$ cat src/sv/alr_pkg.sv
// shared constants, request codes and control types for the shifting array list
// no dependencies
package alr_pkg;

    localparam int CAPACITY = 64;
    localparam int IDX_W    = $clog2(CAPACITY);
    localparam int CNT_W    = $clog2(CAPACITY + 1);
    localparam int POS_W    = 6;
    localparam int CMP_W    = (CNT_W > POS_W) ? CNT_W : POS_W;
    localparam int REQ_W    = 4;
    localparam int VAL_W    = 32;
    localparam int COUNT_W  = 7;
    localparam int STAT_W   = 2;
    localparam int S_DATA_W = 48;
    localparam int M_DATA_W = 48;
    localparam int GRP_SZ   = 8;
    localparam int NGRP     = (CAPACITY + GRP_SZ - 1) / GRP_SZ;

    localparam logic [REQ_W-1:0] REQ_PUSH_BACK  = 4'd0;
    localparam logic [REQ_W-1:0] REQ_PUSH_FRONT = 4'd1;
    localparam logic [REQ_W-1:0] REQ_POP_BACK   = 4'd2;
    localparam logic [REQ_W-1:0] REQ_POP_FRONT  = 4'd3;
    localparam logic [REQ_W-1:0] REQ_INSERT     = 4'd4;
    localparam logic [REQ_W-1:0] REQ_ERASE      = 4'd5;
    localparam logic [REQ_W-1:0] REQ_READ_AT    = 4'd6;
    localparam logic [REQ_W-1:0] REQ_READ_FRONT = 4'd7;
    localparam logic [REQ_W-1:0] REQ_READ_BACK  = 4'd8;

    localparam logic [STAT_W-1:0] ST_OK     = 2'd0;
    localparam logic [STAT_W-1:0] ST_EMPTY  = 2'd1;
    localparam logic [STAT_W-1:0] ST_FULL   = 2'd2;
    localparam logic [STAT_W-1:0] ST_BADPOS = 2'd3;

    localparam logic [1:0] MODE_NONE = 2'd0;
    localparam logic [1:0] MODE_INS  = 2'd1;
    localparam logic [1:0] MODE_DEL  = 2'd2;

    typedef struct packed {
        logic [1:0]              mode;
        logic [IDX_W-1:0]        at;
        logic signed [VAL_W-1:0] value;
    } cmd_t;

    typedef struct packed {
        logic             en;
        logic [IDX_W-1:0] addr;
    } rd_t;

endpackage

$ cat src/sv/alr_ctrl.sv
// request decode: status, new count, shift command and read address
// depends on alr_pkg
module alr_ctrl
    import alr_pkg::*;
(
    input  logic [REQ_W-1:0]        req_type,
    input  logic [POS_W-1:0]        position,
    input  logic signed [VAL_W-1:0] value,
    input  logic [CNT_W-1:0]        used,
    output cmd_t                    cmd,
    output rd_t                     rd,
    output logic [CNT_W-1:0]        used_next,
    output logic [STAT_W-1:0]       status
);

    logic [CMP_W-1:0] pos_c;
    logic [CMP_W-1:0] used_c;
    logic             full;
    logic             empty;

    assign pos_c  = CMP_W'(position);
    assign used_c = CMP_W'(used);
    assign full   = (used >= CNT_W'(CAPACITY));
    assign empty  = (used == '0);

    always_comb begin
        cmd.mode  = MODE_NONE;
        cmd.at    = '0;
        cmd.value = value;
        rd.en     = 1'b0;
        rd.addr   = '0;
        used_next = used;
        status    = ST_OK;
        case (req_type)
            REQ_PUSH_BACK: begin
                if (full) begin
                    status = ST_FULL;
                end else begin
                    cmd.mode  = MODE_INS;
                    cmd.at    = IDX_W'(used);
                    used_next = used + CNT_W'(1);
                end
            end
            REQ_PUSH_FRONT: begin
                if (full) begin
                    status = ST_FULL;
                end else begin
                    cmd.mode  = MODE_INS;
                    used_next = used + CNT_W'(1);
                end
            end
            REQ_POP_BACK: begin
                if (empty) begin
                    status = ST_EMPTY;
                end else begin
                    used_next = used - CNT_W'(1);
                end
            end
            REQ_POP_FRONT: begin
                if (empty) begin
                    status = ST_EMPTY;
                end else begin
                    cmd.mode  = MODE_DEL;
                    used_next = used - CNT_W'(1);
                end
            end
            REQ_INSERT: begin
                if (pos_c > used_c) begin
                    status = ST_BADPOS;
                end else if (full) begin
                    status = ST_FULL;
                end else begin
                    cmd.mode  = MODE_INS;
                    cmd.at    = IDX_W'(pos_c);
                    used_next = used + CNT_W'(1);
                end
            end
            REQ_ERASE: begin
                if (pos_c >= used_c) begin
                    status = ST_BADPOS;
                end else begin
                    cmd.mode  = MODE_DEL;
                    cmd.at    = IDX_W'(pos_c);
                    used_next = used - CNT_W'(1);
                end
            end
            REQ_READ_AT: begin
                if (pos_c >= used_c) begin
                    status = ST_BADPOS;
                end else begin
                    rd.en   = 1'b1;
                    rd.addr = IDX_W'(pos_c);
                end
            end
            REQ_READ_FRONT: begin
                if (empty) begin
                    status = ST_EMPTY;
                end else begin
                    rd.en = 1'b1;
                end
            end
            REQ_READ_BACK: begin
                if (empty) begin
                    status = ST_EMPTY;
                end else begin
                    rd.en   = 1'b1;
                    rd.addr = IDX_W'(used - CNT_W'(1));
                end
            end
            default: begin
                status = ST_OK;
            end
        endcase
    end

endmodule

$ cat config.mk
export PLATFORM = sky130hd
export DESIGN_NAME = alr_ctrl
export DESIGN_NICKNAME = d
export VERILOG_FILES = /design/src/sv/alr_pkg.sv /design/src/sv/alr_ctrl.sv
export SDC_FILE = /design/constraint.sdc
export NUM_CORES = 1
export LEC_CHECK = 0
export ABC_AREA = 1
export ABC_CLOCK_PERIOD_IN_PS = 2000
export BUFFER_PORTS_ARGS = -buffer_cell sky130_fd_sc_hd__buf_4
export CAP_MARGIN = 20
export CORE_ASPECT_RATIO = 1.1
export CORE_MARGIN = 4
export CORE_UTILIZATION = 40
export DETAILED_ROUTE_END_ITERATION = 10
export PLACE_DENSITY = 0.8
export SLEW_MARGIN = 0
export SYNTH_ARGS = -nofsm -noshare
export SYNTH_HDL_FRONTEND = slang
export SYNTH_SLANG_ARGS = --single-unit
$ cat constraint.sdc
create_clock -name vclk -period 2
set_input_delay 0 -clock vclk [all_inputs]
set_output_delay 0 -clock vclk [all_outputs]
set_load 0.03 [all_outputs]
==> flow_summary.yaml, run 1 <==
detailed_routing:
  postRouteAntennaNets: 0
  vias_per_cell: 5.03
  post_drt_wl_per_cell_microns: 12.3
  via_count: 1454
  post-route-drc-count: 0
  drt_wl_total_microns: 3550
  drt_iter0_markers: 39
  dr.pass1.iters: 4
layout:
  seq_cells: 0
  fin_nets: 302
  final_layout_size_suffix_gt1_share_pct: 29.5
  final.clkbuf_count: 0
  final_util_pct: 44.6
  diodes: 0
  postLayoutCellArea_sq_um: 1500
  syn2layout_area_growth_pct: 6.79
  layout_commonest_cell: "nand2_1"
  layout_common_cells: "nand2_1 (53), buf_4 (41), nand3_1 (30)"
  regArea_sq_um: 0
sta:
  max_freq_mhz: 568
  relSlewSlack_pct: 75.1
  tightest_slew_ps: 370
  rsz0062_at_grt: "no"
  setup_violations: 0
  fin_tns_setup_ps: 0
  hold_violations: 0
  period_share_pct: 88.1
  fin_crit_ps: 1760
  slew_violations: 0
global_route:
  grt_overflow: 0
  grt_pass1_vias: 1303
  grt_pass1_wl_microns: 5820
  track_usage_pct: 15.0
  antenna_found_initial: 0
  grt_max_degree: 14
power_and_ir_drop:
  vdd_drop_max_uv: 119
  power_frac_seq_pct: 0
  switching_share_pct: 65.1
  p_leak_uw: 0.000821
  pwr-share-comb_pct: 100.0
  clock_power_share_pct: 0
  p_int_uw: 119
  p_switching_uw: 222
  p_per_area_nw_per_um2: 228
placement:
  portBuffers: 41
  place_congestion: 0.866
  post-dp-hpwl_microns: 3020
  place_area_sq_um: 1500
hold_path:
  hold_class: "primary input to output pin"
  holdCritStartpoint: "value[11]"
setup_path:
  end_kind: "output pin"
  cp_cell_sequence: "buf_4, inv_1, ha_1, inv_1, nor2_2, a21oi_4, nand3_2, inv_2, nand2_1, o21ai_0, buf_4"
  worstPathRequired_ps: 2000
  cp_max_fo: 12
  slowest_delay_ps: 260
  startpoint_type: "primary input"
  critPathLaunch: "used[5]"
  arrival_ps: 1760
  criticalPathCategory: "primary input to output pin"
  cp_slowest_cell: "ha_1"
synthesis:
  synth_nets: 295
  synthCells: 236
  syn_avg_cell_area_sq_um: 5.94
  ys_types: 30
  ys_seq_area_share_pct: 0
  yosysWarnings: 0
  netlist_area_sq_um: 1400
clocking:
  cts_setup_buffers: 0
  cts-hold-fix-buffers: 0
  ctsResizeCount: 0
die:
  ioPinCount: 105
  start_util_pct: 41.7
  fp.dieH_microns: 70.1
  row_count: 22
  core_sq_um: 3360
  dieArea_sq_um: 4520
  die_w_microns: 64.4
flow_run:
  cap_violations: 0
run_status:
  status: "completed"
-- routing by layer --
layer | global-route usage, % | wire (microns) | vias up
li1 | - | - | 743
met1 | 18.4 | 1460 | 663
met2 | 28.7 | 1790 | 44
met3 | 1.61 | 292 | 4
met4 | 1.17 | 8 | 0
met5 | 0 | 0 | -
-- per-stage QoR --
stage	worst slack [ps]	instances	hold slack [ps]	total power (uW)
CTS	272	289	0.205	341
global placement	336	289	0.205	337
finish	238	289	0.0132	341
detailed placement	283	289	0.205	340
floorplan	244	236	132	349
global route	127	289	0.0434	372
-- critical path: cells and delay by family --
family	cells	cell delay, ps
fa+ha+maj	1	260
simple gates	3	320
compound gates	2	390
buf+inv	5	800
-- power groups by stage --
stage	Combinational [uW]	Clock (uW)	Sequential [uW]
3_5_place_dp	340	0	0
2_1_floorplan	349	0	0
5_1_grt	372	0	0
4_1_cts	341	0	0
3_3_place_gp	337	0	0
6_report	341	0	0
-- cells in the mapped netlist, types with 3 or more instances --
library cell,count,area share (%)
nand2_1,53,14
buf_4,32,17
nand3_1,30,11
inv_1,25,6.7
nor2_1,19,5.1
o21ai_0,11,3.9
ha_1,10,8.9
inv_2,7,1.9
nand4_1,7,3.1
nand3_2,5,3.6
xor2_1,5,3.1
nand2_2,3,1.3
nand2_4,3,2.4
nor2_2,3,1.3
o211ai_1,3,1.6
-- kinds of logic after synthesis --
logic type | count (synthesis) | share of synthesized area, %
fa+ha+maj | 10 | 8.93
buf+inv | 68 | 28.0
simple gates | 133 | 50.7
compound gates | 19 | 8.57
xor+xnor | 6 | 3.75
-- area by class of cell --
type,instances,area [sq um]
Multi-Input combinational cell,168,1010
Tap cell,48,60.1
Inverter,32,120
Fill cell,397,1860
Timing Repair Buffer,41,308
-- path summary, 6_finish.rpt --
path / to / cells after the start
setup / recovery: rd[0] / 11
hold / removal: cmd[11] / 0
Note: power is estimated with default switching activity, not from simulation.
==> inputs of run 2 (changes only) <==
--- a/config.mk
+++ b/config.mk
@@ -7,3 +7,2 @@
 export LEC_CHECK = 0
-export ABC_AREA = 1
 export ABC_CLOCK_PERIOD_IN_PS = 2000
@@ -15,4 +14,4 @@
 export DETAILED_ROUTE_END_ITERATION = 10
-export PLACE_DENSITY = 0.8
-export SLEW_MARGIN = 0
+export PLACE_DENSITY = 0.82
+export SLEW_MARGIN = 25
 export SYNTH_ARGS = -nofsm -noshare
==> constraint.sdc (replaced) <==
create_clock -name vclk -period 2
set_input_delay 0.3 -clock vclk [all_inputs]
set_output_delay 0.3 -clock vclk [all_outputs]
set_load 0.03 [all_outputs]
==> run 2 against run 1 <==
  * The flow now finishes with violations (setup timing)
  * Sequential cell count unchanged
  * Combinational power up 81%
  * Area after synthesis down 7.5%
  * Via count up 26%
  * Die area decreased by 6.6%
  * Routed wire length increased by 88%
  * Synthesized cell count down 21%
  * Critical path depth unchanged
  * Cell area grew 67%
  * Power up 81%
  * Largest cell class unchanged
  * Largest power group unchanged
==> flow_summary.yaml, run 2 <==
setup_path:
  startpoint_type: "primary input"
  slowest_delay_ps: 320
  worstPathRequired_ps: 1700
  end_kind: "output pin"
  criticalPathCategory: "primary input to output pin"
  cp_cell_sequence: "buf_8, inv_6, ha_4, nand2b_4, a211oi_4, o21ai_4, a21o_1, a211oi_4, buf_6, a32oi_2, buf_6"
  cp_slowest_cell: "a211oi_4"
  cp_max_fo: 4
  arrival_ps: 2180
synthesis:
  ys_types: 53
  ys_seq_area_share_pct: 0
  yosysTopAreaCell: "buf_4"
  synth_compound_area_share_pct: 35.1
  netlist.area_leader.share_pct: 18.5
  synthCells: 187
  synth_nets: 246
  yosys-top-cells-count: "buf_4 (32), nand2_1 (16), inv_1 (13)"
  synth_xor_area_share_pct: 2.70
  yosysMostFrequentCell: "buf_4"
  yosys.area_share.simple_pct: 26.4
  synthTopCellsByArea: "buf_4 (19%), ha_1 (9.7%), nand2_1 (4.6%)"
  synthMuxAreaShare_pct: 0.772
  syn_avg_cell_area_sq_um: 6.93
  synthAdderAreaFrac_pct: 9.65
  yosysWarnings: 0
  synth_top_family_by_area: "compound AO/OA/AOI/OAI gates"
  netlist_area_sq_um: 1300
detailed_routing:
  vias_per_cell: 6.43
  post_drt_wl_per_cell_microns: 23.4
  via_count: 1832
  post-route-drc-count: 0
  drt_wl_total_microns: 6680
  dr.pass1.iters: 4
  drt_iter0_markers: 155
  postRouteAntennaNets: 0
clocking:
  cts-hold-fix-buffers: 0
placement:
  place_congestion: 0.979
  pre_cts_ws_ps: -474
  dp.cells: 273
  place_area_sq_um: 2020
  post-dp-hpwl_microns: 3700
  portBuffers: 41
die:
  die_w_microns: 62.3
  ioPinCount: 105
  core_sq_um: 3070
  dieArea_sq_um: 4220
  fp.dieH_microns: 67.7
  start_util_pct: 42.2
  row_count: 21
layout:
  regArea_sq_um: 0
  final_layout_size_suffix_gt1_share_pct: 71.3
  fin_nets: 312
  final.clkbuf_count: 0
  syn2layout_area_growth_pct: 92.4
  diodes: 0
  layout_commonest_cell: "buf_4"
  stdcell_count: 285
  final_util_pct: 81.1
  seq_cells: 0
  postLayoutCellArea_sq_um: 2490
  layout_common_cells: "buf_4 (57), buf_6 (41), nand2_1 (9)"
sta:
  period_share_pct: 124
  tightest_slew_ps: 669
  slew_violations: 0
  setup_violations: 24
  relSlewSlack_pct: 54.2
  rsz0062_at_grt: "yes"
  setup_ws_ps: -478
  max_freq_mhz: 404
  hold_violations: 0
  fin_crit_ps: 2480
global_route:
  gr-usage-met1_pct: 37.8
  grt_pass1_wl_microns: 10300
  grt_overflow: 0
  track_usage_pct: 30.1
  antenna_found_initial: 0
  grt-busiest-layer: "met2"
  grt_pass1_vias: 1934
  grt_util_met2_pct: 51.9
  use_met3_pct: 4.16
  grt_max_degree: 17
hold_path:
  hold_class: "primary input to output pin"
flow_run:
  cap_violations: 0
power_and_ir_drop:
  vdd_drop_max_uv: 202
  p_per_area_nw_per_um2: 247
  p_leak_uw: 0.00108
run_status:
  status: "finished, violations left"
  violations: "setup timing"
-- run 2: changes by cell type after synthesis, moves of 6 or more --
| cell | before | now |
|---|---|---|
| a21oi_1 | 1 | 9 |
| a22o_1 | 0 | 6 |
| clkbuf_1 | 0 | 8 |
| inv_1 | 25 | 13 |
| inv_2 | 7 | 1 |
| nand2_1 | 53 | 16 |
| nand3_1 | 30 | 5 |
| nand4_1 | 7 | 1 |
| nor2_1 | 19 | 10 |
| o21ai_0 | 11 | 3 |
| o21ai_1 | 1 | 8 |
-- run 2: area by class of cell --
class,instances,area (sq um)
multi-input combinational,134,1410
timing repair buffer,103,970
fill,165,581
inverter,14,75.1
tap,34,42.5
-- run 2: worst max-delay path: cells and delay by family --
kind                     cells  cell delay [ps]
AND/OR/NAND/NOR              1              140
adder cells (fa/ha/maj)      1              200
AO/OA/AOI/OAI                5             1020
buffers and inverters        4              490
-- run 2: cells by family (layout without fill, tap and decap cells) --
kind of cell | count (synthesis) | in the layout
AOI/OAI and AO/OA | 59 | 61
and+or+nand+nor | 58 | 58
buffers and inverters | 55 | 117
adders and majority gates | 10 | 10
xor gates and xnor gates | 4 | 4
muxes | 1 | 1
-- run 2: path summary, 6_finish.rpt --
check   startpoint            to  slack (ps)  depth (start not counted)
max    position[0]  used_next[3]        -480                         11
min       value[0]        cmd[0]         600                          0
-- run 2: per-stage QoR --
step / hold WS [ps] / power [uW] / setup TNS (ps)
after floorplan: 732 / 411 / -5030
after global placement: 600 / 462 / -8350
after detailed placement: 600 / 471 / -9450
after CTS: 600 / 558 / -6530
after global routing: 600 / 640 / -9520
final: 600 / 617 / -8870
-- run 2: routing by layer --
metal	part of all wire (%)	wire length, microns	up-vias
met2	48	3180	148
li1	-	-	788
met4	4.2	278	0
met5	0	0	-
met3	9.2	615	32
met1	39	2600	864
-- run 2: repair_timing --
| item | CTS | global route |
|---|---|---|
| gates resized for setup | 76 | 16 |
| pin swaps | 27 | 24 |
| setup endpoints to repair | 24 | 24 |
| endpoints found under the hold margin | 0 | 0 |
| cloned | 2 | 0 |
| buffers inserted | 6 | 8 |
-- run 2: where the power goes --
group / total, uW / internal [uW] / leakage [uW] / switching, uW
sequential: 0 / 0 / 0 / 0
combinational: 617 / 292 / 0.00108 / 326
clock: 0 / 0 / 0 / 0
==> inputs of run 3 (changes only) <==
- GPL_TIMING_DRIVEN: unset -> 0
==> run 3 against run 2 <==
  * The run still ends with setup timing left
  * Power is 30% higher
  * Non-clock buffer count grew 39
  * Fmax fell by 2.6%
  * Largest power group unchanged
  * Hold slack better by 220 ps
==> flow_summary.yaml, run 3 (synthesized netlist as in run 2, its figures left out) <==
layout:
  syn2layout_area_growth_pct: 123
  fin_nets: 351
  final_layout_size_suffix_gt1_share_pct: 76.6
  seq_cells: 0
  final.clkbuf_count: 0
  layout_commonest_cell: "buf_4"
  n_fill_cell: 86
  layout_common_cells: "buf_4 (94), buf_6 (35), nand2_1 (9)"
  regArea_sq_um: 0
  final_util_pct: 94.2
  diodes: 0
  stdcell_count: 324
flow_run:
  cap_violations: 0
global_route:
  grt_overflow: 0
  grt_pass1_vias: 1976
  track_usage_pct: 27.8
  grt_max_degree: 11
  antenna_found_initial: 0
  grt_pass1_wl_microns: 9460
run_status:
  status: "finished, violations left"
  violations: "setup timing"
sta:
  period_share_pct: 127
  fin_crit_ps: 2540
  max_freq_mhz: 393
  setup_ws_ps: -543
  hold_violations: 0
  tightest_slew_ps: 593
  setup_violations: 24
  rsz0062_at_grt: "yes"
  relSlewSlack_pct: 59.4
  slew_violations: 0
detailed_routing:
  post_drt_wl_per_cell_microns: 27.6
  via_count: 2209
  dr.pass1.iters: 5
  drt_wl_total_microns: 8940
  post-route-drc-count: 0
  vias_per_cell: 6.82
  postRouteAntennaNets: 0
  drt_iter0_markers: 187
placement:
  dp.cells: 289
  post-dp-hpwl_microns: 3710
  place_congestion: 0.864
  pre_cts_ws_ps: -769
  portBuffers: 68
power_and_ir_drop:
  power_frac_seq_pct: 0
  p_switching_uw: 440
  vdd_drop_max_uv: 246
  clock_power_share_pct: 0
  switching_share_pct: 54.9
  p_leak_uw: 0.00129
  pwr-share-comb_pct: 100.0
  p_per_area_nw_per_um2: 277
  p_int_uw: 362
  power_uw: 802
setup_path:
  arrival_ps: 2240
  cp_max_fo: 5
  criticalPathCategory: "primary input to output pin"
  end_kind: "output pin"
  startpoint_type: "primary input"
  worstPathRequired_ps: 1700
die:
  row_count: 21
  dieArea_sq_um: 4220
  core_sq_um: 3070
  die_w_microns: 62.3
  fp.dieH_microns: 67.7
  ioPinCount: 105
  start_util_pct: 42.2
clocking:
  cts-hold-fix-buffers: 0
hold_path:
  hold_class: "primary input to output pin"
run 3: changes by cell type in the layout (fill, tap and decap cells not counted), sizes merged:
cell and change:
buf +31, clkbuf +8, clkinvlp +2, inv -2
run 3: routing by layer:
layer  global-route usage [%]  routed length, microns  vias to the layer above
li1                         -                       -                      861
met1                     29.9                    2760                     1008
met2                     53.8                    4370                      264
met3                     5.82                    1100                       76
met4                     9.55                     701                        0
met5                        0                       0                        -
run 3: power groups by stage:
stage | clock, uW | sequential, uW | combinational [uW]
floorplan | 0 | 0 | 411
finish | 0 | 0 | 802
detailed placement | 0 | 0 | 573
global route | 0 | 0 | 826
global placement | 0 | 0 | 566
CTS | 0 | 0 | 699
run 3: layout make-up:
| class | instances | area [sq um] | share of cell area (%) |
|---|---|---|---|
| Multi-Input combinational cell | 134 | 1480 | 51.2 |
| Timing Repair Buffer | 101 | 930 | 32.1 |
| Buffer | 41 | 362 | 12.5 |
| Inverter | 14 | 80.1 | 2.77 |
| Tap cell | 34 | 42.5 | 1.47 |
run 3: stage by stage:
stage / hold slack [ps] / TNS (ps) / area, sq um
detailed placement: 818 / -11880 / 2170
CTS: 817 / -7070 / 2720
floorplan: 732 / -5030 / 1610
finish: 818 / -10110 / 2900
global route: 822 / -10970 / 2900
global placement: 817 / -11440 / 2170
run 3: path summary, 6_finish.rpt:
kind                      endpoint  startpoint  cells after the start
worst min-delay path        cmd[6]    value[6]                      2
worst max-delay path  used_next[0]     used[1]                     12
run 3: timing repair:
item / CTS / global route
gates cloned: 2 / 0
resized for setup: 69 / 27
pin swaps: 31 / 19
endpoints found under the setup margin: 24 / 24
buffers inserted: 23 / 11
run 3: critical path, cell delays in order:
cell and delay, ps:
buf_8 110, clkinvlp_4 100, buf_6 110, ha_4 160
nor3b_4 250, nand2_2 140, nor2_4 130, inv_1 120
ha_1 300, o22a_1 180, o211ai_1 140, buf_4 210
