$ cat src/sv/alr_pkg.sv
// shared constants, request codes and control types for the shifting array list
// no dependencies
package alr_pkg;

    localparam int CAPACITY = 64;
    localparam int IDX_W    = $clog2(CAPACITY);
    localparam int CNT_W    = $clog2(CAPACITY + 1);
    localparam int POS_W    = 6;
    localparam int CMP_W    = (CNT_W > POS_W) ? CNT_W : POS_W;
    localparam int REQ_W    = 4;
    localparam int VAL_W    = 32;
    localparam int COUNT_W  = 7;
    localparam int STAT_W   = 2;
    localparam int S_DATA_W = 48;
    localparam int M_DATA_W = 48;
    localparam int GRP_SZ   = 8;
    localparam int NGRP     = (CAPACITY + GRP_SZ - 1) / GRP_SZ;

    localparam logic [REQ_W-1:0] REQ_PUSH_BACK  = 4'd0;
    localparam logic [REQ_W-1:0] REQ_PUSH_FRONT = 4'd1;
    localparam logic [REQ_W-1:0] REQ_POP_BACK   = 4'd2;
    localparam logic [REQ_W-1:0] REQ_POP_FRONT  = 4'd3;
    localparam logic [REQ_W-1:0] REQ_INSERT     = 4'd4;
    localparam logic [REQ_W-1:0] REQ_ERASE      = 4'd5;
    localparam logic [REQ_W-1:0] REQ_READ_AT    = 4'd6;
    localparam logic [REQ_W-1:0] REQ_READ_FRONT = 4'd7;
    localparam logic [REQ_W-1:0] REQ_READ_BACK  = 4'd8;

    localparam logic [STAT_W-1:0] ST_OK     = 2'd0;
    localparam logic [STAT_W-1:0] ST_EMPTY  = 2'd1;
    localparam logic [STAT_W-1:0] ST_FULL   = 2'd2;
    localparam logic [STAT_W-1:0] ST_BADPOS = 2'd3;

    localparam logic [1:0] MODE_NONE = 2'd0;
    localparam logic [1:0] MODE_INS  = 2'd1;
    localparam logic [1:0] MODE_DEL  = 2'd2;

    typedef struct packed {
        logic [1:0]              mode;
        logic [IDX_W-1:0]        at;
        logic signed [VAL_W-1:0] value;
    } cmd_t;

    typedef struct packed {
        logic             en;
        logic [IDX_W-1:0] addr;
    } rd_t;

endpackage

$ cat src/sv/alr_cell.sv
// one storage cell of the list: holds one word, shifts with its neighbors
// depends on alr_pkg
module alr_cell
    import alr_pkg::*;
(
    input  logic                    aclk,
    input  logic [IDX_W-1:0]        idx,
    input  cmd_t                    cmd,
    input  rd_t                     rd,
    input  logic signed [VAL_W-1:0] left_data,
    input  logic signed [VAL_W-1:0] right_data,
    output logic signed [VAL_W-1:0] data,
    output logic signed [VAL_W-1:0] tap
);

    logic signed [VAL_W-1:0] data_reg;
    logic signed [VAL_W-1:0] data_next;
    logic signed [VAL_W-1:0] tap_reg;
    logic signed [VAL_W-1:0] tap_next;

    always_comb begin
        data_next = data_reg;
        case (cmd.mode)
            MODE_INS: begin
                if (idx == cmd.at) begin
                    data_next = cmd.value;
                end else if (idx > cmd.at) begin
                    data_next = left_data;
                end
            end
            MODE_DEL: begin
                if (idx >= cmd.at) begin
                    data_next = right_data;
                end
            end
            default: begin
                data_next = data_reg;
            end
        endcase
    end

    assign tap_next = (rd.en && (rd.addr == idx)) ? data_reg : '0;

    always_ff @(posedge aclk) begin
        data_reg <= data_next;
        tap_reg  <= tap_next;
    end

    assign data = data_reg;
    assign tap  = tap_reg;

endmodule

$ cat config.mk
export PLATFORM = sky130hd
export DESIGN_NAME = alr_cell
export DESIGN_NICKNAME = d
export VERILOG_FILES = /design/src/sv/alr_pkg.sv /design/src/sv/alr_cell.sv
export SDC_FILE = /design/constraint.sdc
export NUM_CORES = 1
export LEC_CHECK = 0
export BUFFER_PORTS_ARGS = -buffer_cell sky130_fd_sc_hd__buf_2
export CORE_ASPECT_RATIO = 0.9
export CORE_UTILIZATION = 46
export DETAILED_ROUTE_END_ITERATION = 8
export PLACE_DENSITY = 0.85
export SLEW_MARGIN = 25
export SYNTH_ARGS = -nofsm -noshare
export SYNTH_HDL_FRONTEND = slang
export SYNTH_SLANG_ARGS = --single-unit
$ cat constraint.sdc
create_clock -name aclk -period 6 [get_ports aclk]
set_input_delay 0.9 -clock aclk [delete_from_list [all_inputs] [get_ports aclk]]
set_output_delay 0.9 -clock aclk [all_outputs]
set_load 0.02 [all_outputs]
==> results of run 1 <==
==> area by class of cell <==
| cell class | count | area share (%) |
|---|---|---|
| Tap cell | 87 | 2.673 |
| Inverter | 38 | 3.502 |
| Timing Repair Buffer | 186 | 23.75 |
| Clock inverter | 3 | 0.3994 |
| Clock buffer | 13 | 3.902 |
| Multi-Input combinational cell | 186 | 26.45 |
| Sequential cell | 64 | 39.32 |
==> synth_stat cells <==
cell      number  area share [%]
nor2_1        32             4.1
a21oi_1        2            0.34
nor3_1        32             5.4
clkbuf_1      19             2.4
and4_1         1            0.30
dfxtp_1       32              22
o22a_1         1            0.30
nand3_1        1            0.17
nor2b_1        1            0.21
nand2_1        2            0.25
o21ai_0       32             5.4
o21ai_1        1            0.17
buf_6          3             1.1
edfxtp_1      32              33
buf_2          8             1.4
a31oi_1       33             7.0
ha_1           6             2.5
xnor2_1        7             2.1
inv_1         38             4.8
nand4_1       34             7.2
buf_4          1            0.25
nand2b_1       1            0.21
==> metrics by stage <==
step                worst slack [ns]  util, %
floorplan                      2.029        -
global placement               1.575    62.66
detailed placement             1.415    62.66
CTS                            1.749    65.51
global route                   1.714    66.24
finish                         1.926    66.24
==> routing by layer <==
metal | wire length [um] | vias to the layer above
met5 | 0 | -
met4 | 155 | 0
met3 | 797 | 15
met2 | 4335 | 181
met1 | 3502 | 1432
li1 | - | 1474
==> kinds of logic after synthesis <==
kind of cell,share of synthesized area (%)
flip-flops,54.28
adder cells (fa/ha/maj),2.544
AO/OA/AOI/OAI,13.23
XOR/XNOR,2.078
AND/OR/NAND/NOR,17.85
buffers and inverters,10.01
==> power by group <==
group | switching, uW | total (uW) | internal (uW)
combinational | 142 | 222 | 80.2
clock | 156 | 328 | 172
sequential | 18.3 | 517 | 499
==> worst max path at each step <==
stage / startpoint / to / slack (ns) / depth (start not counted)
after CTS: cmd[33] / data[2] / 1.75 / 6
after detailed placement: idx[1] / data[25] / 1.41 / 5
after floorplan: cmd[37] / data[0] / 2.03 / 7
after global routing: cmd[33] / data[1] / 1.71 / 7
after global placement: idx[1] / data[25] / 1.57 / 5
final: cmd[33] / data[10] / 1.93 / 7
==> layout by cell type (no fill, tap or decap), types with 2 or more instances in the layout <==
| cell | netlist | final |
|---|---|---|
| xnor2_1 | 7 | 7 |
| clkinv_2 | 0 | 2 |
| dfxtp_1 | 32 | 32 |
| nand2_1 | 2 | 2 |
| clkbuf_8 | 0 | 11 |
| inv_1 | 38 | 38 |
| nor2_1 | 32 | 32 |
| a21oi_1 | 2 | 2 |
| a31oi_1 | 33 | 32 |
| nor3_1 | 32 | 32 |
| buf_4 | 1 | 3 |
| clkbuf_1 | 19 | 2 |
| nand4_1 | 34 | 34 |
| buf_2 | 8 | 181 |
| o21ai_0 | 32 | 32 |
| ha_1 | 6 | 6 |
| edfxtp_1 | 32 | 32 |
==> tightest hold or removal path, delay by kind of cell (launching register included) <==
kind / cells / cell delay, ns
flip-flops: 1 / 0.38
AND/OR/NAND/NOR: 1 / 0.04
buffers and inverters: 1 / 0.07
==> reports/results.ini, run 1 <==
[synthesis]
synth-seq-cells=64
syn_area_um2=2950
yosysWarnings=0
ys_seq_area_share_pct=54.28
synth.avg_cell_area_um2=9.249
synth.net_count=443
netlist_instances=319
synth_cell_types=22

[cts]
h-tree-depth=3
cts_resized=0
cts_buffer_depth=2
ctsRootBufferMaster=clkbuf_8
path_clk_slew_ns=0.08
cts_num_sinks=64
cts_inserted_buffers=9
postCtsHoldBufs=0
clk-insertion-delay-late_ns=0.33
post-cts-setup-buffers=0
cts_tree=yes

[global_routing]
grt_most_used_layer=met2
antenna_found_initial=0
grt_usage_pct=26.39
met1_usage_pct=31.23
use_met3_pct=7.021
met2_usage_pct=45.56
grt_overflow=0
grt_pass1_wl_mm=13.49
grt_pass1_vias=2927
grt_max_degree=65

[sta]
slew_viol_final=0
worst_clock_skew_ns=0.007799
min_period_over_period_pct=67.89
finalSetupViolCount=0
setup_tns_ns=0
finalHoldViolCount=0
max_freq_mhz=245.5
timing.hold.ws_ns=0.5236
min_period_ns=4.074
rsz0062_at_grt=false
worst_pin_slew_ns=1.057
maxSlewHeadroom_pct=29.55

[flow_run]
drv_cap=0

[critical_path]
crit_fanout=34
r2r-start=data[7]
slowest_delay_ns=0.98
worst-path-buf-inv=3
cp.required_ns=6.03
timing.rr.end=tap[7]
crit_type=in -> reg
cp_top_family=adder cells
crit_slowest_cell=ha_1
arrival_ns=4.10
worstPathCellList=buf_2, inv_1, ha_1, nand2_1, o22a_1, a31oi_4, buf_16
rrSetupSlack_ns=5.23
critPathCaptureType=flop
start_kind=input port
reg2reg_depth=2

[hold_path]
whs_endpoint=tap[14]
whs_path_depth=2
hold_start=data[14]
hold_path_class=reg -> reg

[finish]
layout.nets=609
drive_above_1_share_pct=41.43
layoutNonFillerInstCount=577
final_cell_area_um2=4073
multi_input_area_um2=1077
diodes=0
fillers=548
regArea_um2=1602
syn_to_final_growth_pct=38.04

[placement]
placed_cell_area_um2=3852
dp_cells=559
gp_congestion=0.8494
io_buffers=181
dp_hpwl_mm=6.338

[drt]
ant_nets=0
drt_first_pass_iters=5
drtIter0Drc=221
drt_wl_total_mm=8.790
viasPerCell=5.376
via_count=3102
wl_per_cell_um=15.23
drc=0

[floorplan]
dieArea_um2=6739
fp.dieH_um=77.98
num_rows=27
initial_core_util_pct=47.99
coreArea_um2=6148
io_pins=182
die_w_um=86.42

[power_and_ir_drop]
ir_drop_mv=0.1113
cellPowerDensity_nw_per_um2=262.1
p_leak_uw=0.001901
finalPower_uw=1068

[run_status]
status=finished, final reports clean

No activity file was read; power rests on OpenSTA's default activity.
==> inputs of run 2 (changes only) <==
CORE_UTILIZATION = 39   (was 46)
PLACE_DENSITY = 0.77   (was 0.85)
clock period = 3.37 ns   (was 6 ns; I/O delays follow)
==> run 2 against run 1 <==
  * Global-route usage shrank 3.6 points
  * Utilization is 8.9 points lower
  * Setup slack worse by 0.84 ns
  * Critical path depth unchanged
  * Power grew 85%
  * Via count is 1.5% lower
  * Cell area grew 1.1%
  * Flip-flop and latch count stayed put
  * Largest cell class unchanged
  * Largest power group unchanged
==> reports/results.ini, run 2 (same netlist as run 1, synthesis figures left out) <==
[drt]
wl_per_cell_um=15.54  ; +2.0%
drt_first_pass_iters=4  ; -1
ant_nets=0  ; unchanged
drtIter0Drc=153  ; -31%
drc=0  ; unchanged
via_count=3054  ; -1.5%
viasPerCell=5.212  ; -3.1%
drt_wl_total_mm=9.104  ; +3.6%

[cts]
post-cts-setup-buffers=0  ; unchanged
cts_tree=yes
postCtsHoldBufs=0  ; unchanged
ctsRootBufferMaster=clkbuf_8
h-tree-depth=3  ; unchanged
cts_num_sinks=64  ; unchanged
cts_resized=0  ; unchanged
cts_buffer_depth=2  ; unchanged
path_clk_slew_ns=0.07  ; about the same
cts_inserted_buffers=9  ; unchanged
clk-insertion-delay-late_ns=0.33  ; about the same

[finish]
final_cell_mix=buf_2 (181), inv_1 (38), nand4_1 (34)
final_common_cell=buf_2
final_cell_area_um2=4119  ; +1.1%
syn_to_final_growth_pct=39.61
diodes=0  ; unchanged
layoutNonFillerInstCount=586  ; +1.6%
final_util_pct=57.33  ; -8.9 points
layout.nets=612  ; +0.49%
drive_above_1_share_pct=41.38  ; -0.049 points

[global_routing]
antenna_found_initial=0  ; unchanged
grt_usage_pct=22.81  ; -3.6 points
grt_overflow=0  ; unchanged
grt_pass1_wl_mm=13.68  ; +1.4%
grt_max_degree=65  ; unchanged
grt_pass1_vias=2853  ; -2.5%

[sta]
worst_pin_slew_ns=0.6272  ; -0.4295 ns
setup_tns_ns=0  ; unchanged
max_freq_mhz=437.0
finalHoldViolCount=0  ; unchanged
finalSetupViolCount=0  ; unchanged
slew_viol_final=0  ; unchanged
setup_ws_ns=1.082  ; -0.8446 ns
min_period_over_period_pct=67.90
rsz0062_at_grt=false
min_period_ns=2.288
worst_clock_skew_ns=0.009549  ; +0.001750 ns
maxSlewHeadroom_pct=58.19  ; +29 points

[critical_path]
endpoint=data[3]
crit_type=in -> reg
crit_slowest_cell=a31oi_4
start_kind=input port
slowest_delay_ns=0.51  ; -0.47 ns
worstSetupStartpoint=idx[1]
r2r-start=data[11]
arrival_ns=2.32  ; -1.78 ns
critPathCaptureType=flop
worstPathCellList=buf_2, ha_1, buf_4, nor2b_1, o21ai_1, a31oi_4, buf_12
crit_fanout=33  ; -2.9%
timing.rr.end=tap[11]
cp.required_ns=3.40  ; -2.63 ns
rrSetupSlack_ns=2.70  ; -2.53 ns
reg2reg_depth=2  ; unchanged

[floorplan]
die_w_um=93.68  ; +8.4%
initial_core_util_pct=41.07  ; -6.9 points
dieArea_um2=7917  ; +17%
io_pins=182  ; unchanged
num_rows=29  ; +7.4%
fp.dieH_um=84.52  ; +8.4%
coreArea_um2=7184  ; +17%

[placement]
dp_cells=570  ; +2.0%
gp_congestion=0.8673  ; +2.1%
dp_slack_ns=0.7593  ; -0.6555 ns
dp_hpwl_mm=6.552  ; +3.4%
placed_cell_area_um2=3910  ; +1.5%
io_buffers=181  ; unchanged

[power_and_ir_drop]
clkPwrFrac_pct=33.0  ; +2.3 points
swShare_pct=28.63  ; -1.0 points
seq_power_share_pct=46.6  ; -1.9 points
internal-power_uw=1406  ; +87%
power_frac_comb_pct=20.4  ; -0.4 points
ir_drop_mv=0.2021  ; +82%
p_sw_uw=564.2  ; +78%
cellPowerDensity_nw_per_um2=478.4  ; +83%
p_leak_uw=0.001921  ; +1.1%

[flow_run]
drv_cap=0  ; unchanged

[run_status]
status=finished, final reports clean

[hold_path]
hold_path_class=reg -> reg

-- run 2: area by class of cell --
cell class,count,area (um2)
clock inverter,2,8.758
tap,93,116.4
timing repair buffer,189,978.4
sequential,64,1602
clock buffer,14,195.2
inverter,38,142.6
fill,648,3065
multi-input combinational,186,1076
-- run 2: worst min path at each step --
| stage | startpoint | to | slack (ns) | cells after the start |
|---|---|---|---|---|
| floorplan | data[0] | tap[0] | 0.65 | 2 |
| global placement | data[2] | tap[2] | 0.51 | 2 |
| detailed placement | data[2] | tap[2] | 0.52 | 2 |
| CTS | data[1] | tap[1] | 0.53 | 2 |
| global route | right_data[29] | data[29] | 0.54 | 3 |
| finish | data[1] | tap[1] | 0.52 | 2 |
-- run 2: metrics by stage --
stage	hold WS [ns]	total power (uW)
after floorplan	0.6485	1156
after detailed placement	0.5151	1335
after CTS	0.5276	1981
final	0.5235	1971
after global routing	0.5359	2053
after global placement	0.5095	1327
-- run 2: worst max-delay path: cells and delay by family --
| kind | cells | cell delay (ns) |
|---|---|---|
| AOI/OAI and AO/OA | 2 | 0.61 |
| and+or+nand+nor | 1 | 0.19 |
| buffers and inverters | 3 | 0.71 |
| adders and majority gates | 1 | 0.29 |
-- run 2: routing by layer --
layer	track usage, %	up-vias	wire length [um]
met3	5.254	8	791
met4	6.154	0	110
met5	0	-	0
li1	-	1474	-
met1	29.51	1405	3773
met2	38.22	167	4428
-- run 2: power groups by stage --
stage                     clock [uW]  sequential, uW  combinational (uW)
final                            650             918                 402
after global routing             693             924                 435
after CTS                        662             920                 400
after detailed placement           0             937                 399
after global placement             0             935                 392
after floorplan                    0            1000                 153
==> inputs of run 3 (changes only) <==
ABC_AREA = 1   (was default)
CORE_UTILIZATION = 40   (was 39)
PLACE_DENSITY = 0.76   (was 0.77)
clock period = 2.1 ns   (was 3.37 ns; I/O delays follow)
==> run 3 against run 2 <==
  * Count of clock-buffer cells in the layout fell by 2
  * Non-clock buffer count fell by 2
  * Clock skew fell by 0.0017 ns
  * Routed wire length fell by 7.5%
  * Synthesized cell count rose by 38%
  * The run now ends with DRC left
  * Die area rose by 9.2%
  * Via count rose by 5.4%
  * Largest cell class unchanged
  * Combinational power rose by 46%
  * Cell area rose by 8.4%
  * Clock power rose by 54%
  * Final cell count rose by 23%
  * Register-to-register slack got worse by 1.3 ns
==> reports/results.ini, run 3 <==
[floorplan]
io_pins=182  ; unchanged
coreArea_um2=8029  ; +12%
num_rows=31  ; +6.9%
initial_core_util_pct=41.23  ; +0.17 points
die_w_um=97.90  ; +4.5%
fp.dieH_um=88.31  ; +4.5%
dieArea_um2=8645  ; +9.2%

[finish]
final_common_cell=buf_2
syn_to_final_growth_pct=34.81
final_cell_mix=buf_2 (181), inv_1 (149), nand3_1 (66)
diodes=0  ; unchanged
final_cell_area_um2=4463  ; +8.4%
layout.nets=743  ; +21%
drive_above_1_share_pct=33.97  ; -7.4 points

[critical_path]
reg2reg_depth=2  ; unchanged
arrival_ns=1.68  ; -0.64 ns
crit_type=in -> reg
rrSetupSlack_ns=1.42  ; -1.28 ns
critPathCaptureType=flop
r2r-start=data[31]
cp.required_ns=2.12  ; -1.28 ns
start_kind=input port
crit_fanout=32  ; -3.0%
timing.rr.end=tap[31]

[hold_path]
hold_path_class=in -> reg
whs_endpoint=data[25]
hold_start=right_data[25]
whs_path_depth=3  ; +1

[flow_run]
drv_cap=0  ; unchanged

[cts]
post-cts-setup-buffers=0  ; unchanged
cts_tree=yes
postCtsHoldBufs=0  ; unchanged
path_clk_slew_ns=0.07  ; about the same
h-tree-depth=3  ; unchanged
ctsRootBufferMaster=clkbuf_8
cts_num_sinks=64  ; unchanged
cts_inserted_buffers=9  ; unchanged
cts_resized=0  ; unchanged
clk-insertion-delay-late_ns=0.32  ; about the same
cts_buffer_depth=2  ; unchanged

[sta]
min_period_ns=1.663
maxSlewHeadroom_pct=58.62  ; +0.44 points
setup_tns_ns=0  ; unchanged
worst_pin_slew_ns=0.6184  ; -0.008763 ns
finalSetupViolCount=0  ; unchanged
rsz0062_at_grt=false
min_period_over_period_pct=79.20
finalHoldViolCount=0  ; unchanged
max_freq_mhz=601.2
worst_clock_skew_ns=0.007802  ; -0.001747 ns
slew_viol_final=0  ; unchanged

[drt]
drtIter0Drc=124  ; -19%
via_count=3220  ; +5.4%
drc=13  ; +13
drt_wl_total_mm=8.421  ; -7.5%
viasPerCell=4.454  ; -15%
drt_first_pass_iters=8  ; +4
ant_nets=0  ; unchanged
wl_per_cell_um=11.65  ; -25%

[synthesis]
ys_async_sr_fraction_pct=0  ; unchanged
netlist_instances=440  ; +38%
yosysTopAreaCellShare_pct=29.02  ; -3.5 points
yosysWarnings=0  ; unchanged
synth-seq-cells=64  ; unchanged
synth_cell_types=22  ; unchanged
synth_edf_count=32  ; unchanged
ys_seq_area_share_pct=48.37  ; -5.9 points
post-synth-top-count-cell=inv_1
ys.flop_type=edfxtp_1
synth.top_cells.by_count=inv_1 (150), nand3_1 (66), nand2_1 (56)
yosysTopAreaCell=edfxtp_1
synth.avg_cell_area_um2=7.524  ; -19%
syn_area_um2=3311  ; +12%
synth.net_count=564  ; +27%
synthTopCellsByArea=edfxtp_1 (29%), dfxtp_1 (19%), inv_1 (17%)

[power_and_ir_drop]
cellPowerDensity_nw_per_um2=681.6  ; +42%
p_leak_uw=0.002775  ; +44%
ir_drop_mv=0.3225  ; +60%

[run_status]
status=finished with violations
failed_checks=DRC

[placement]
dp_hpwl_mm=6.654  ; +1.5%
io_buffers=181  ; unchanged
gp_congestion=0.8286  ; -4.5%
placed_cell_area_um2=4263  ; +9.0%

[global_routing]
grt_pass1_wl_mm=13.00  ; -5.0%
grt_overflow=0  ; unchanged
grt_max_degree=65  ; unchanged
grt_pass1_vias=2937  ; +2.9%
grt_usage_pct=19.33  ; -3.5 points
antenna_found_initial=0  ; unchanged

[run 3: cell count changes after synthesis, sizes merged, moves of 6 or more]
cell | previous run | this run
a31oi | 33 | 0
buf | 12 | 18
clkbuf | 19 | 1
inv | 38 | 152
nand2 | 2 | 59
nand3 | 1 | 66
nand4 | 34 | 0
nor3 | 32 | 0
xnor2 | 7 | 0
[run 3: critical path, stage by stage]
cell        delay, ns
buf_2            0.11
ha_1             0.29
nand2_1          0.15
nor2_8           0.23
o21ai_0          0.13
nand3_1          0.09
nand2_1          0.08
clkinvlp_4       0.08
buf_12           0.20
[run 3: stage by stage]
step / utilization [%] / hold slack (ns) / std cells / setup slack, ns / power, uW
finish: 55.59 / 0.3117 / 723 / 0.4368 / 3042
global route: 55.59 / 0.3151 / 723 / 0.3723 / 3199
CTS: 55.59 / 0.2954 / 723 / 0.4490 / 3080
detailed placement: 53.09 / 0.4827 / 707 / 0.1041 / 2067
global placement: 53.09 / 0.4700 / 707 / 0.1606 / 2053
floorplan: - / 0.5490 / 440 / 0.1160 / 1810
[run 3: cells by family (layout without fill, tap and decap cells)]
| family | count (synthesis) | after routing | synth area share (%) |
|---|---|---|---|
| flops | 64 | 64 | 48.37 |
| compound gates | 36 | 36 | 5.555 |
| simple gates | 163 | 163 | 22.00 |
| buf+inv | 171 | 355 | 21.81 |
| fa+ha+maj | 6 | 6 | 2.268 |
[run 3: area by class of cell]
cell class	count	area, um2
clock buffers	12	176.4
multi-input cells	205	987.2
clock inverters	4	23.77
fillers	750	3566
repair buffers	187	975.9
inverters	152	574.3
flip-flops and latches	64	1602
well taps	99	123.9
[run 3: power breakdown]
part	total [uW]	internal [uW]	switching [uW]
registers	1450	1410	42.3
logic	587	227	360
clock network	1000	561	443
total	3040	2200	845
[run 3: worst max path at each step]
stage,startpoint,endpoint,slack (ns),cells past startpoint
floorplan,cmd[37],data[0],0.12,8
global placement,idx[5],data[8],0.16,9
detailed placement,idx[5],data[7],0.10,9
CTS,idx[5],data[10],0.45,9
global route,cmd[37],data[7],0.37,10
finish,idx[5],data[4],0.44,9
[run 3: layer usage]
metal  global-route usage (%)  up-vias  wire [um]
met2                    34.83      121       4174
li1                         -     1664          -
met4                    7.851        0        142
met1                    23.06     1425       3585
met3                    3.633       10        518
met5                        0        -          0
